### src/hdl/lnpe_pkg.sv
// Shared types, codes and constants of the LED notification pattern engine.
package lnpe_pkg;

    // Divider geometry: 26-bit dividend, 16-bit divisor, two quotient bits per cycle
    localparam int DVD_W      = 26;
    localparam int DVS_W      = 16;
    localparam int DIV_STEPS  = DVD_W / 2;
    localparam int DIV_CNT_W  = $clog2(DIV_STEPS + 1);
    localparam int PER_W      = 14;

    // Command codes
    localparam logic [1:0] CMD_TICK   = 2'd0;
    localparam logic [1:0] CMD_START  = 2'd1;
    localparam logic [1:0] CMD_CANCEL = 2'd2;

    // Result kinds
    localparam logic [1:0] KIND_FRAME  = 2'd0;
    localparam logic [1:0] KIND_ENDED  = 2'd1;
    localparam logic [1:0] KIND_REJECT = 2'd2;

    // Pattern codes
    localparam logic [2:0] PAT_STEADY  = 3'd0;
    localparam logic [2:0] PAT_BLINK   = 3'd1;
    localparam logic [2:0] PAT_BREATHE = 3'd2;
    localparam logic [2:0] PAT_DOUBLE  = 3'd3;
    localparam logic [2:0] PAT_HEART   = 3'd4;
    localparam logic [2:0] PAT_SWEEP   = 3'd5;
    localparam logic [2:0] PAT_SLOW    = 3'd6;

    // Configuration register indexes
    localparam logic REG_BRIGHT_LIMIT   = 1'b0;
    localparam logic REG_FRAME_INTERVAL = 1'b1;

    // Start checks
    localparam logic [15:0] MAX_DURATION = 16'd60000;
    localparam logic [15:0] MIN_PERIOD   = 16'd500;
    localparam logic [15:0] MAX_PERIOD   = 16'd10000;

    // Divider operations of the frame sequence
    typedef enum logic [3:0] {
        OP_PH,
        OP_LV2,
        OP_SCALE,
        OP_VAL2,
        OP_Q3,
        OP_Q4,
        OP_LV4,
        OP_VAL4,
        OP_HUE,
        OP_DONE
    } t_div_op;

    // What an accepted word calls for
    typedef enum logic [1:0] {
        ACT_NONE,
        ACT_FIXED,
        ACT_DRAW
    } t_action;

    typedef struct packed {
        logic    accept;
        logic    div_start;
        t_div_op op;
        logic    save_ph;
        logic    load_out;
    } t_dp_cmd;

    typedef struct packed {
        t_action    action;
        logic [2:0] pattern;
        logic       div_busy;
    } t_dp_sts;

    function automatic logic [PER_W-1:0] def_period(input logic [2:0] pat);
        logic [PER_W-1:0] per;
        case (pat)
            PAT_STEADY:  per = PER_W'(2000);
            PAT_BLINK:   per = PER_W'(800);
            PAT_BREATHE: per = PER_W'(2000);
            PAT_DOUBLE:  per = PER_W'(1600);
            PAT_HEART:   per = PER_W'(1800);
            PAT_SWEEP:   per = PER_W'(4000);
            PAT_SLOW:    per = PER_W'(2400);
            default:     per = PER_W'(2000);
        endcase
        return per;
    endfunction

endpackage

### src/hdl/lnpe_div.sv
// Radix-4 restoring divider: two quotient bits per cycle, quotient and remainder held.
module lnpe_div import lnpe_pkg::*; (
    input  logic             i_clk,
    input  logic             i_rst_n,
    input  logic             i_start,
    input  logic [DVD_W-1:0] i_dvd,
    input  logic [DVS_W-1:0] i_dvs,
    output logic             o_busy,
    output logic [DVD_W-1:0] o_quo,
    output logic [DVS_W-1:0] o_rem
);

    logic                 r_busy;
    logic [DIV_CNT_W-1:0] r_cnt;
    logic [DVD_W-1:0]     r_quo;
    logic [DVS_W-1:0]     r_rem;
    logic [DVS_W-1:0]     r_dvs;

    logic [DVS_W:0]   w_t1, w_t2;
    logic             w_ge1, w_ge2;
    logic [DVS_W-1:0] w_rem1, n_rem;
    logic [DVD_W-1:0] w_quo1, n_quo;

    always_comb begin
        w_t1   = {r_rem, r_quo[DVD_W-1]};
        w_ge1  = w_t1 >= {1'b0, r_dvs};
        w_rem1 = w_ge1 ? DVS_W'(w_t1 - {1'b0, r_dvs}) : w_t1[DVS_W-1:0];
        w_quo1 = {r_quo[DVD_W-2:0], w_ge1};
        w_t2   = {w_rem1, w_quo1[DVD_W-1]};
        w_ge2  = w_t2 >= {1'b0, r_dvs};
        n_rem  = w_ge2 ? DVS_W'(w_t2 - {1'b0, r_dvs}) : w_t2[DVS_W-1:0];
        n_quo  = {w_quo1[DVD_W-2:0], w_ge2};
    end

    always_ff @(posedge i_clk) begin
        if (!i_rst_n) begin
            r_busy <= 1'b0;
            r_cnt  <= '0;
        end else if (i_start) begin
            r_busy <= 1'b1;
            r_cnt  <= DIV_CNT_W'(DIV_STEPS);
        end else if (r_busy) begin
            r_cnt <= r_cnt - DIV_CNT_W'(1);
            if (r_cnt == DIV_CNT_W'(1)) begin
                r_busy <= 1'b0;
            end
        end
    end

    always_ff @(posedge i_clk) begin
        if (i_start) begin
            r_quo <= i_dvd;
            r_rem <= '0;
            r_dvs <= i_dvs;
        end else if (r_busy) begin
            r_quo <= n_quo;
            r_rem <= n_rem;
        end
    end

    assign o_busy = r_busy;
    assign o_quo  = r_quo;
    assign o_rem  = r_rem;

endmodule

### src/hdl/lnpe_dp.sv
// Datapath: configuration, notification state, divider operands, frame shaping, output word.
module lnpe_dp import lnpe_pkg::*; (
    input  logic        i_clk,
    input  logic        i_rst_n,
    input  t_dp_cmd     i_cmd,
    output t_dp_sts     o_sts,
    input  logic        i_cfg_we,
    input  logic        i_cfg_idx,
    input  logic [7:0]  i_cfg_data,
    input  logic [1:0]  i_command,
    input  logic [7:0]  i_hue,
    input  logic [7:0]  i_sat,
    input  logic [7:0]  i_val,
    input  logic [2:0]  i_pattern,
    input  logic [15:0] i_period,
    input  logic [15:0] i_duration,
    output logic [1:0]  o_kind,
    output logic [7:0]  o_out_hue,
    output logic [7:0]  o_out_sat,
    output logic [7:0]  o_out_val,
    output logic        o_active
);

    localparam logic [15:0] DBL_ON1_END  = 16'd160;
    localparam logic [15:0] DBL_ON2_BEG  = 16'd320;
    localparam logic [15:0] DBL_ON2_END  = 16'd480;
    localparam logic [15:0] HB_RISE1_END = 16'd150;
    localparam logic [15:0] HB_BEAT1_END = 16'd300;
    localparam logic [15:0] HB_BEAT2_BEG = 16'd420;
    localparam logic [15:0] HB_RISE2_END = 16'd570;
    localparam logic [15:0] HB_BEAT2_END = 16'd720;

    // Configuration
    logic [7:0] r_bright_lim, r_frame_int;

    // Notification state
    logic             r_notifying, n_notifying;
    logic [15:0]      r_elapsed, n_elapsed;
    logic [7:0]       r_gap, n_gap;
    logic [15:0]      r_run_len, n_run_len;
    logic [PER_W-1:0] r_run_per, n_run_per;
    logic [2:0]       r_run_pat, n_run_pat;
    logic [7:0]       r_run_hue, n_run_hue;
    logic [7:0]       r_run_sat, n_run_sat;
    logic [7:0]       r_run_val, n_run_val;
    logic [1:0]       r_kind, n_kind;
    logic [PER_W-1:0] r_ph;

    // Output word
    logic [1:0] r_o_kind;
    logic [7:0] r_o_hue, r_o_sat, r_o_val;
    logic       r_o_active;

    t_action     w_action;
    logic [15:0] w_el_inc;
    logic [7:0]  w_gap_inc;
    logic        w_bad;

    logic [DVD_W-1:0] w_dvd;
    logic [DVS_W-1:0] w_dvs;
    logic             w_div_busy;
    logic [DVD_W-1:0] w_quo;
    logic [DVS_W-1:0] w_rem;

    logic [PER_W-1:0] w_peff, w_ph, w_x;
    logic [PER_W-2:0] w_half;
    logic [15:0]      w_q16;
    logic [DVD_W-1:0] w_lv4_num;
    logic             w_dbl_on;
    logic [7:0]       w_fh, w_fs, w_fv;

    // ---------------- word decode and state update ----------------
    always_comb begin
        w_el_inc  = (r_elapsed == 16'hFFFF) ? r_elapsed : r_elapsed + 16'd1;
        w_gap_inc = (r_gap == 8'hFF) ? r_gap : r_gap + 8'd1;
        w_bad = (i_duration == '0) || (i_duration > MAX_DURATION) || (i_pattern > PAT_SLOW) ||
                ((i_period != '0) && ((i_pattern == PAT_STEADY) || (i_period < MIN_PERIOD) ||
                                      (i_period > MAX_PERIOD)));

        n_notifying = r_notifying;
        n_elapsed   = r_elapsed;
        n_gap       = r_gap;
        n_run_len   = r_run_len;
        n_run_per   = r_run_per;
        n_run_pat   = r_run_pat;
        n_run_hue   = r_run_hue;
        n_run_sat   = r_run_sat;
        n_run_val   = r_run_val;
        n_kind      = r_kind;
        w_action    = ACT_NONE;

        if (i_cmd.accept) begin
            case (i_command)
                CMD_TICK: begin
                    if (r_notifying) begin
                        n_elapsed = w_el_inc;
                        n_gap     = w_gap_inc;
                        if (w_el_inc >= r_run_len) begin
                            n_notifying = 1'b0;
                            n_kind      = KIND_ENDED;
                            w_action    = ACT_FIXED;
                        end else if (w_gap_inc >= r_frame_int) begin
                            n_gap    = '0;
                            n_kind   = KIND_FRAME;
                            w_action = ACT_DRAW;
                        end
                    end
                end
                CMD_START: begin
                    if (w_bad) begin
                        n_kind   = KIND_REJECT;
                        w_action = ACT_FIXED;
                    end else begin
                        n_notifying = 1'b1;
                        n_run_len   = i_duration;
                        n_elapsed   = '0;
                        n_gap       = '0;
                        n_run_hue   = i_hue;
                        n_run_sat   = i_sat;
                        n_run_val   = (i_val > r_bright_lim) ? r_bright_lim : i_val;
                        n_run_pat   = i_pattern;
                        n_run_per   = (i_period != '0) ? i_period[PER_W-1:0]
                                                       : def_period(i_pattern);
                        n_kind      = KIND_FRAME;
                        w_action    = ACT_DRAW;
                    end
                end
                CMD_CANCEL: begin
                    if (r_notifying) begin
                        n_notifying = 1'b0;
                        n_kind      = KIND_ENDED;
                        w_action    = ACT_FIXED;
                    end
                end
                default: begin
                end
            endcase
        end
    end

    // ---------------- divider operands ----------------
    always_comb begin
        w_peff = (r_run_per == '0) ? PER_W'(1) : r_run_per;
        w_half = w_peff[PER_W-1:1];
        w_ph   = i_cmd.save_ph ? w_rem[PER_W-1:0] : r_ph;
        w_x    = (w_ph < {1'b0, w_half}) ? w_ph : w_peff - w_ph;
        w_q16  = w_quo[15:0];

        // heartbeat: two triangular beats, the second at 70 percent
        if (w_q16 < HB_RISE1_END) begin
            w_lv4_num = DVD_W'(w_q16) * DVD_W'(1000);
        end else if (w_q16 < HB_BEAT1_END) begin
            w_lv4_num = DVD_W'(HB_BEAT1_END - w_q16) * DVD_W'(1000);
        end else if (w_q16 >= HB_BEAT2_BEG && w_q16 < HB_RISE2_END) begin
            w_lv4_num = DVD_W'(w_q16 - HB_BEAT2_BEG) * DVD_W'(700);
        end else if (w_q16 >= HB_RISE2_END && w_q16 < HB_BEAT2_END) begin
            w_lv4_num = DVD_W'(HB_BEAT2_END - w_q16) * DVD_W'(700);
        end else begin
            w_lv4_num = '0;
        end

        case (i_cmd.op)
            OP_PH: begin
                w_dvd = DVD_W'(r_elapsed);
                w_dvs = DVS_W'(w_peff);
            end
            OP_LV2: begin
                if (w_half == '0) begin
                    w_dvd = '0;
                    w_dvs = DVS_W'(1);
                end else begin
                    w_dvd = DVD_W'(w_x) * DVD_W'(1000);
                    w_dvs = DVS_W'(w_half);
                end
            end
            OP_SCALE: begin
                w_dvd = DVD_W'(w_q16) * DVD_W'(850);
                w_dvs = DVS_W'(1000);
            end
            OP_VAL2: begin
                w_dvd = DVD_W'(r_run_val) * (DVD_W'(w_q16) + DVD_W'(150));
                w_dvs = DVS_W'(1000);
            end
            OP_Q3: begin
                w_dvd = DVD_W'(w_ph) * DVD_W'(1600);
                w_dvs = DVS_W'(w_peff);
            end
            OP_Q4: begin
                w_dvd = DVD_W'(w_ph) * DVD_W'(1800);
                w_dvs = DVS_W'(w_peff);
            end
            OP_LV4: begin
                w_dvd = w_lv4_num;
                w_dvs = DVS_W'(150);
            end
            OP_VAL4: begin
                w_dvd = DVD_W'(r_run_val) * DVD_W'(w_q16);
                w_dvs = DVS_W'(1000);
            end
            OP_HUE: begin
                w_dvd = DVD_W'(w_ph) * DVD_W'(256);
                w_dvs = DVS_W'(w_peff);
            end
            default: begin
                w_dvd = '0;
                w_dvs = DVS_W'(1);
            end
        endcase
    end

    lnpe_div u_div (
        .i_clk   (i_clk),
        .i_rst_n (i_rst_n),
        .i_start (i_cmd.div_start),
        .i_dvd   (w_dvd),
        .i_dvs   (w_dvs),
        .o_busy  (w_div_busy),
        .o_quo   (w_quo),
        .o_rem   (w_rem)
    );

    // ---------------- frame shaping ----------------
    always_comb begin
        w_dbl_on = (w_q16 < DBL_ON1_END) || (w_q16 >= DBL_ON2_BEG && w_q16 < DBL_ON2_END);
        w_fh = r_run_hue;
        w_fs = r_run_sat;
        w_fv = r_run_val;
        case (r_run_pat)
            PAT_BLINK, PAT_SLOW: begin
                w_fv = (r_ph < {1'b0, w_half}) ? r_run_val : 8'd0;
            end
            PAT_BREATHE, PAT_HEART: begin
                w_fv = w_quo[7:0];
            end
            PAT_DOUBLE: begin
                w_fv = w_dbl_on ? r_run_val : 8'd0;
            end
            PAT_SWEEP: begin
                w_fh = r_run_hue + w_quo[7:0];
                w_fs = 8'hFF;
            end
            default: begin
            end
        endcase
        if (r_kind != KIND_FRAME) begin
            w_fh = '0;
            w_fs = '0;
            w_fv = '0;
        end
    end

    // ---------------- registers ----------------
    always_ff @(posedge i_clk) begin
        if (!i_rst_n) begin
            r_bright_lim <= 8'd255;
            r_frame_int  <= 8'd20;
            r_notifying  <= 1'b0;
            r_elapsed    <= '0;
            r_gap        <= '0;
            r_run_len    <= '0;
            r_run_per    <= '0;
            r_run_pat    <= '0;
            r_run_hue    <= '0;
            r_run_sat    <= '0;
            r_run_val    <= '0;
        end else begin
            if (i_cfg_we) begin
                case (i_cfg_idx)
                    REG_BRIGHT_LIMIT:   r_bright_lim <= i_cfg_data;
                    REG_FRAME_INTERVAL: r_frame_int  <= i_cfg_data;
                    default: begin
                    end
                endcase
            end
            r_notifying <= n_notifying;
            r_elapsed   <= n_elapsed;
            r_gap       <= n_gap;
            r_run_len   <= n_run_len;
            r_run_per   <= n_run_per;
            r_run_pat   <= n_run_pat;
            r_run_hue   <= n_run_hue;
            r_run_sat   <= n_run_sat;
            r_run_val   <= n_run_val;
        end
    end

    always_ff @(posedge i_clk) begin
        r_kind <= n_kind;
        if (i_cmd.save_ph) begin
            r_ph <= w_rem[PER_W-1:0];
        end
        if (i_cmd.load_out) begin
            r_o_kind   <= r_kind;
            r_o_hue    <= w_fh;
            r_o_sat    <= w_fs;
            r_o_val    <= w_fv;
            r_o_active <= r_notifying;
        end
    end

    assign o_sts.action   = w_action;
    assign o_sts.pattern  = r_run_pat;
    assign o_sts.div_busy = w_div_busy;

    assign o_kind    = r_o_kind;
    assign o_out_hue = r_o_hue;
    assign o_out_sat = r_o_sat;
    assign o_out_val = r_o_val;
    assign o_active  = r_o_active;

    a_frame_active: assert property (@(posedge i_clk) disable iff (!i_rst_n)
        (i_cmd.load_out && r_kind == KIND_FRAME) |=> o_active)
        else $error("colour frame sent while no notification runs");

endmodule

### src/hdl/lnpe_ctrl.sv
// Controller: input handshake, divider sequencing per pattern, output word handshake.
module lnpe_ctrl import lnpe_pkg::*; (
    input  logic    i_clk,
    input  logic    i_rst_n,
    input  logic    i_in_valid,
    output logic    o_in_stall,
    output logic    o_out_valid,
    input  logic    i_out_stall,
    output t_dp_cmd o_cmd,
    input  t_dp_sts i_sts
);

    typedef enum logic [1:0] {
        S_IDLE,
        S_PREP,
        S_DIV,
        S_EMIT
    } t_state;

    t_state  r_state, n_state;
    t_div_op r_op, n_op, w_next;
    logic    r_out_valid, n_out_valid;
    logic    w_out_free;

    function automatic t_div_op next_op(input t_div_op op, input logic [2:0] pat);
        t_div_op nxt;
        case (op)
            OP_PH: begin
                case (pat)
                    PAT_BREATHE: nxt = OP_LV2;
                    PAT_DOUBLE:  nxt = OP_Q3;
                    PAT_HEART:   nxt = OP_Q4;
                    PAT_SWEEP:   nxt = OP_HUE;
                    default:     nxt = OP_DONE;
                endcase
            end
            OP_LV2:   nxt = OP_SCALE;
            OP_SCALE: nxt = OP_VAL2;
            OP_Q4:    nxt = OP_LV4;
            OP_LV4:   nxt = OP_VAL4;
            default:  nxt = OP_DONE;
        endcase
        return nxt;
    endfunction

    always_comb begin
        w_out_free = !r_out_valid || !i_out_stall;
        w_next     = next_op(r_op, i_sts.pattern);

        n_state = r_state;
        n_op    = r_op;

        o_cmd.accept    = (r_state == S_IDLE) && i_in_valid;
        o_cmd.div_start = 1'b0;
        o_cmd.op        = r_op;
        o_cmd.save_ph   = 1'b0;
        o_cmd.load_out  = 1'b0;

        case (r_state)
            S_IDLE: begin
                if (o_cmd.accept) begin
                    case (i_sts.action)
                        ACT_DRAW:  n_state = S_PREP;
                        ACT_FIXED: n_state = S_EMIT;
                        default:   n_state = S_IDLE;
                    endcase
                end
            end
            S_PREP: begin
                o_cmd.div_start = 1'b1;
                o_cmd.op        = OP_PH;
                n_op            = OP_PH;
                n_state         = S_DIV;
            end
            S_DIV: begin
                if (!i_sts.div_busy) begin
                    o_cmd.save_ph = (r_op == OP_PH);
                    if (w_next == OP_DONE) begin
                        n_state = S_EMIT;
                    end else begin
                        o_cmd.div_start = 1'b1;
                        o_cmd.op        = w_next;
                        n_op            = w_next;
                    end
                end
            end
            S_EMIT: begin
                if (w_out_free) begin
                    o_cmd.load_out = 1'b1;
                    n_state        = S_IDLE;
                end
            end
            default: begin
                n_state = S_IDLE;
            end
        endcase

        n_out_valid = o_cmd.load_out ? 1'b1 : (r_out_valid && i_out_stall);
    end

    always_ff @(posedge i_clk) begin
        if (!i_rst_n) begin
            r_state     <= S_IDLE;
            r_op        <= OP_PH;
            r_out_valid <= 1'b0;
        end else begin
            r_state     <= n_state;
            r_op        <= n_op;
            r_out_valid <= n_out_valid;
        end
    end

    assign o_in_stall  = (r_state != S_IDLE);
    assign o_out_valid = r_out_valid;

    a_div_free: assert property (@(posedge i_clk) disable iff (!i_rst_n)
        o_cmd.div_start |-> !i_sts.div_busy)
        else $error("divider started while still busy");

    a_out_free: assert property (@(posedge i_clk) disable iff (!i_rst_n)
        o_cmd.load_out |-> (!r_out_valid || !i_out_stall))
        else $error("output word overwritten before it was taken");

    a_fixed_emit: assert property (@(posedge i_clk) disable iff (!i_rst_n)
        (o_cmd.accept && i_sts.action == ACT_FIXED) |=> (r_state == S_EMIT))
        else $error("ended or rejected word not queued for output");

endmodule

### src/hdl/led_notification_pattern_engine.sv
// Flow: a tick or cancel that causes no word leaves the controller idle; an ended or rejected word
//   goes from idle straight to the output register, a colour frame first runs the phase divide and
//   then each extra divide of its pattern (double flash, sweep 1; heartbeat, breathe 3).
// Throughput: one word at a time; the shared 2-bit-per-cycle divider sets the frame cost. The
//   next word is taken while a finished word waits at the output.
// Reset: synchronous, active low; clears state, sets brightness limit 255 and interval 20.
module led_notification_pattern_engine import lnpe_pkg::*; (
    input  logic        i_clk,
    input  logic        i_rst_n,
    // configuration write port
    input  logic        i_cfg_we,
    input  logic        i_cfg_idx,
    input  logic [7:0]  i_cfg_data,
    // input word channel
    input  logic        i_in_valid,
    output logic        o_in_stall,
    input  logic [1:0]  i_command,
    input  logic [7:0]  i_hue,
    input  logic [7:0]  i_sat,
    input  logic [7:0]  i_val,
    input  logic [2:0]  i_pattern,
    input  logic [15:0] i_period,
    input  logic [15:0] i_duration,
    // result word channel
    output logic        o_out_valid,
    input  logic        i_out_stall,
    output logic [1:0]  o_kind,
    output logic [7:0]  o_out_hue,
    output logic [7:0]  o_out_sat,
    output logic [7:0]  o_out_val,
    output logic        o_active
);

    // Commands from the controller to the datapath, status back.
    t_dp_cmd w_cmd;
    t_dp_sts w_sts;

    // Controller: accept a word while idle, walk the divide chain the pattern asks
    // for, then hold the result until the output register is free.
    lnpe_ctrl u_ctrl (
        .i_clk       (i_clk),
        .i_rst_n     (i_rst_n),
        .i_in_valid  (i_in_valid),
        .o_in_stall  (o_in_stall),
        .o_out_valid (o_out_valid),
        .i_out_stall (i_out_stall),
        .o_cmd       (w_cmd),
        .i_sts       (w_sts)
    );

    // Datapath: update the notification state at acceptance, feed the divider with
    // phase and level operands, shape the frame colour and drive the output word.
    lnpe_dp u_dp (
        .i_clk      (i_clk),
        .i_rst_n    (i_rst_n),
        .i_cmd      (w_cmd),
        .o_sts      (w_sts),
        .i_cfg_we   (i_cfg_we),
        .i_cfg_idx  (i_cfg_idx),
        .i_cfg_data (i_cfg_data),
        .i_command  (i_command),
        .i_hue      (i_hue),
        .i_sat      (i_sat),
        .i_val      (i_val),
        .i_pattern  (i_pattern),
        .i_period   (i_period),
        .i_duration (i_duration),
        .o_kind     (o_kind),
        .o_out_hue  (o_out_hue),
        .o_out_sat  (o_out_sat),
        .o_out_val  (o_out_val),
        .o_active   (o_active)
    );

endmodule
### config.mk
export PLATFORM = sky130hd
export DESIGN_NAME = led_notification_pattern_engine
export DESIGN_NICKNAME = d
export VERILOG_FILES = /design/src/hdl/lnpe_pkg.sv /design/src/hdl/lnpe_div.sv /design/src/hdl/lnpe_dp.sv /design/src/hdl/lnpe_ctrl.sv /design/src/hdl/led_notification_pattern_engine.sv
export SDC_FILE = /design/constraint.sdc
export NUM_CORES = 2
export LEC_CHECK = 0
export BUFFER_PORTS_ARGS = -buffer_cell sky130_fd_sc_hd__buf_4
export CORE_MARGIN = 3
export CORE_UTILIZATION = 45
export CTS_CLUSTER_DIAMETER = 30
export DETAILED_ROUTE_END_ITERATION = 16
export PLACE_DENSITY = 0.64
export SETUP_SLACK_MARGIN = 0.1
export SYNTH_ARGS = -nofsm -noshare
export SYNTH_HDL_FRONTEND = slang
export SYNTH_SLANG_ARGS = --single-unit
### constraint.sdc
create_clock -name i_clk -period 17.1 [get_ports i_clk]
set_clock_uncertainty 0.15 [all_clocks]
set_input_delay 0 -clock i_clk [delete_from_list [all_inputs] [get_ports i_clk]]
set_output_delay 0 -clock i_clk [all_outputs]
set_load 0.02 [all_outputs]
==> impl_summary.log <==
INFO  metric cts-root-to-sink-buffers = 3
INFO  metric synth_nets = 6200
INFO  metric post_synth_most_frequent_cells = sky130_fd_sc_hd__inv_1 (797), sky130_fd_sc_hd__ha_1 (678), sky130_fd_sc_hd__fa_1 (519)
INFO  metric clock_tree.root_cell = sky130_fd_sc_hd__clkbuf_16
INFO  metric post-synth-top-count-cell = sky130_fd_sc_hd__inv_1
INFO  metric tritoncts_num_sinks = 209
INFO  metric worst_ep_arrival_time = 9.72 ns
INFO  metric worstMarginPinSlew = 1.27 ns
INFO  metric die_x = 316 um
INFO  metric cts_repair_resize_count = 0
INFO  metric synthToLayoutAreaGrowth = 11.5%
INFO  metric drc_errors = 0
INFO  metric antenna_found_initial = 0
INFO  metric synth-seq-area-share = 11.3%
INFO  metric ios = 104
INFO  metric routedWlPerCell = 20.6 um
INFO  metric maxClockFrequency = 0.105 GHz
INFO  metric finalHoldViolations = 0
INFO  metric gp_congestion = 0.985
INFO  metric final.setup.worst_slack = 7.58 ns
INFO  metric port-buffer-count = 103
INFO  metric end_kind = flop
INFO  metric globalRoute.totalOverflow = 0
INFO  metric drive_above_1_share = 6.01%
INFO  metric grt_start_max_net_pins = 75
INFO  metric synth.distinct_cells = 94
INFO  metric insertedDiodeCount = 0
INFO  metric yosys_warnings = 0
INFO  metric netlist_instances = 4928
INFO  metric tritoncts.num_buffers = 46
INFO  metric floorplan.initialDensity = 45.5%
INFO  metric fp.coreArea = 95200 sq um
INFO  metric final_period_minus_worst_setup_slack = 9.52 ns
INFO  metric detail_route.first_pass.iterations = 7
INFO  metric worst_path_max_fanout = 24
INFO  metric first_global_vias = 36318
INFO  metric ffs_latches_synth = 209
INFO  metric grt_usage = 26.3%
INFO  metric ctsHtreeMaxLevel = 2
INFO  metric critPathKind = reg2reg
INFO  metric timing.slew.headroom = 14.8%
INFO  metric cp_slowest_stage_delay = 0.70 ns
INFO  metric unrepaired_setup_endpoints_after_global_routing = no
INFO  metric num-nets-final = 6358
INFO  metric mean_syn_cell_area = 8.78 sq um
INFO  metric fraction_of_synthesized_cell_area_taken_by_the_top_area_cell_type = 24.0%
INFO  metric holdCritPathClass = in2reg
INFO  metric synth_edf_count = 69
INFO  metric final-setup-viol-count = 0
INFO  metric post-dp-hpwl = 104000 um
INFO  metric critPathMostFrequentCell = sky130_fd_sc_hd__fa_1
INFO  metric synth-compound-area-share = 15.9%
INFO  metric routed-via-count = 36177
INFO  metric dp_slack = 7.65 ns
INFO  metric final.setup.tns = 0 ns
INFO  metric muxShareOfSynthArea = 1.99%
INFO  metric num_rows = 113
INFO  metric cp.required = 17.30 ns
INFO  metric post_synth_main_area_contributors = sky130_fd_sc_hd__fa_1 (24%), sky130_fd_sc_hd__ha_1 (20%), sky130_fd_sc_hd__inv_1 (6.9%), sky130_fd_sc_hd__dfxtp_1 (6.5%), sky130_fd_sc_hd__edfxtp_1 (4.8%)
INFO  metric postSynth.asyncResetShare = 0%
INFO  metric cap_violations = 0
INFO  metric slowest_stage = sky130_fd_sc_hd__mux2i_1
INFO  metric clock_latency = 0.59 ns
INFO  metric synth_area = 43300 sq um
INFO  metric first_pass_grt_wire_length = 207000 um
INFO  metric synth_top_family_by_area = adder cells
INFO  metric ys.flop_type = sky130_fd_sc_hd__dfxtp_1
INFO  metric adder_cell_share_of_the_synthesized_area = 43.7%
INFO  metric slew_viol_final = 0
INFO  metric ant_nets = 0
INFO  metric fp.dieArea = 99900 sq um
INFO  metric detailed_route_iter0_violations = 3127
INFO  metric finalCritPeriodShare = 55.7%
INFO  metric dieHeight = 316 um
INFO  metric yosys.area_share.simple = 12.7%
INFO  metric drt-vias-per-instance = 5.66
INFO  metric post_synth_xor_area_fraction = 6.11%
INFO  metric clk_transition_reported_paths = 0.05 ns
INFO  metric startpoint_class_of_the_critical_path = flop
INFO  metric sequential_standard_cell_area = 4870 sq um
INFO  metric finalWirelength = 131000 um
INFO  metric cts_tree = yes
INFO  metric synth_largest_area_cell = sky130_fd_sc_hd__fa_1
INFO  metric total_area_of_multi_input_combinational_cells = 34800 sq um
INFO  metric fillCellCount = 8878
INFO  metric status = complete, no violations
per-stage QoR:
step           util (%)  hold WS [ns]  cells  instance area, sq um
4_1_cts            50.7        0.0491   6389                 48200
3_5_place_dp       47.8        0.0892   6193                 45500
3_3_place_gp       47.8        0.0899   6193                 45500
5_1_grt            50.7        0.0909   6389                 48200
2_1_floorplan         -       -0.0215   4928                 43300
6_report           50.7        0.0771   6389                 48200
kinds of logic after synthesis:
family,count (synthesis)
buf+inv,966
fa+ha+maj,1198
flops,209
mux,80
simple gates,1142
xor+xnor,301
compound gates,1032
routing by layer:
layer | up-vias | GRT usage (%) | share of wire [%]
met5 | - | 0 | 0
met3 | 248 | 3.94 | 7.8
met2 | 1348 | 41.5 | 45
li1 | 16932 | - | -
met1 | 17649 | 36.9 | 44
met4 | 0 | 9.12 | 4.0
what timing repair did:
item / CTS / global route
hold buffers: 110 / 0
endpoints found under the hold margin: 131 / 0
setup buffers: 0 / 0
flip-flops by register name, summed over array words and instances, names as in the netlist, 2 cells and up:
name               count
u_dp.o_kind            2
u_dp.u_div.o_quo      26
u_dp.u_div.r_cnt       4
u_dp.r_run_hue         8
u_dp.r_run_sat         8
u_dp.o_out_val         8
u_dp.r_gap             8
u_dp.r_run_per        14
u_dp.r_run_len        16
u_ctrl.r_state         2
u_dp.r_kind            2
u_dp.r_run_val         8
u_dp.r_ph             14
u_dp.r_frame_int       8
u_dp.o_out_sat         8
u_dp.u_div.r_dvs      14
u_dp.u_div.o_rem      16
u_dp.r_elapsed        16
u_dp.r_run_pat         3
u_dp.o_out_hue         8
u_ctrl.r_op            4
u_dp.r_bright_lim      8
final timing paths:
check / from / to / slack [ns] / depth (start not counted)
max reg2reg: u_ctrl.r_op[0] / u_dp.u_div.o_quo[21] / 7.58 / 27
max: u_ctrl.r_op[0] / u_dp.u_div.o_quo[21] / 7.58 / 27
min reg2reg: u_dp.r_kind[1] / u_dp.o_kind[1] / 0.31 / 0
min: i_period[13] / u_dp.r_run_per[13] / 0.08 / 4
placed cells by master, fill, tap and decap left out, types with 54 or more instances in the layout:
cell type,n
sky130_fd_sc_hd__a211oi_1,58
sky130_fd_sc_hd__a21o_1,96
sky130_fd_sc_hd__a21oi_1,269
sky130_fd_sc_hd__and2_1,113
sky130_fd_sc_hd__buf_4,165
sky130_fd_sc_hd__dfxtp_1,140
sky130_fd_sc_hd__dlygate4sd3_1,110
sky130_fd_sc_hd__edfxtp_1,69
sky130_fd_sc_hd__fa_1,519
sky130_fd_sc_hd__ha_1,678
sky130_fd_sc_hd__inv_1,797
sky130_fd_sc_hd__mux2i_1,62
sky130_fd_sc_hd__nand2_1,411
sky130_fd_sc_hd__nand3_1,63
sky130_fd_sc_hd__nor2_1,250
sky130_fd_sc_hd__nor2b_1,61
sky130_fd_sc_hd__nor3_1,54
sky130_fd_sc_hd__o21ai_0,169
sky130_fd_sc_hd__xnor2_1,213
sky130_fd_sc_hd__xor2_1,87
layout make-up:
type	count	area share, %
Sequential cell	209	10.1
Clock buffer	54	2.60
Tap cell	1265	3.28
Multi-Input combinational cell	3753	72.1
Timing Repair Buffer	275	4.85
Inverter	801	6.23
Clock inverter	32	0.820
worst max-delay path, delay by kind of cell, from the launching register on:
| kind | cells | cell delay (ns) |
|---|---|---|
| adder cells (fa/ha/maj) | 6 | 2.80 |
| AND/OR/NAND/NOR | 6 | 1.43 |
| XOR/XNOR | 1 | 0.14 |
| multiplexers | 2 | 1.29 |
| buffers and inverters | 2 | 0.42 |
| flip-flops | 1 | 0.41 |
| AO/OA/AOI/OAI | 10 | 2.64 |
Power is not shown: default switching activity piles up to over one toggle a cycle in this logic, so the estimate is an artifact.
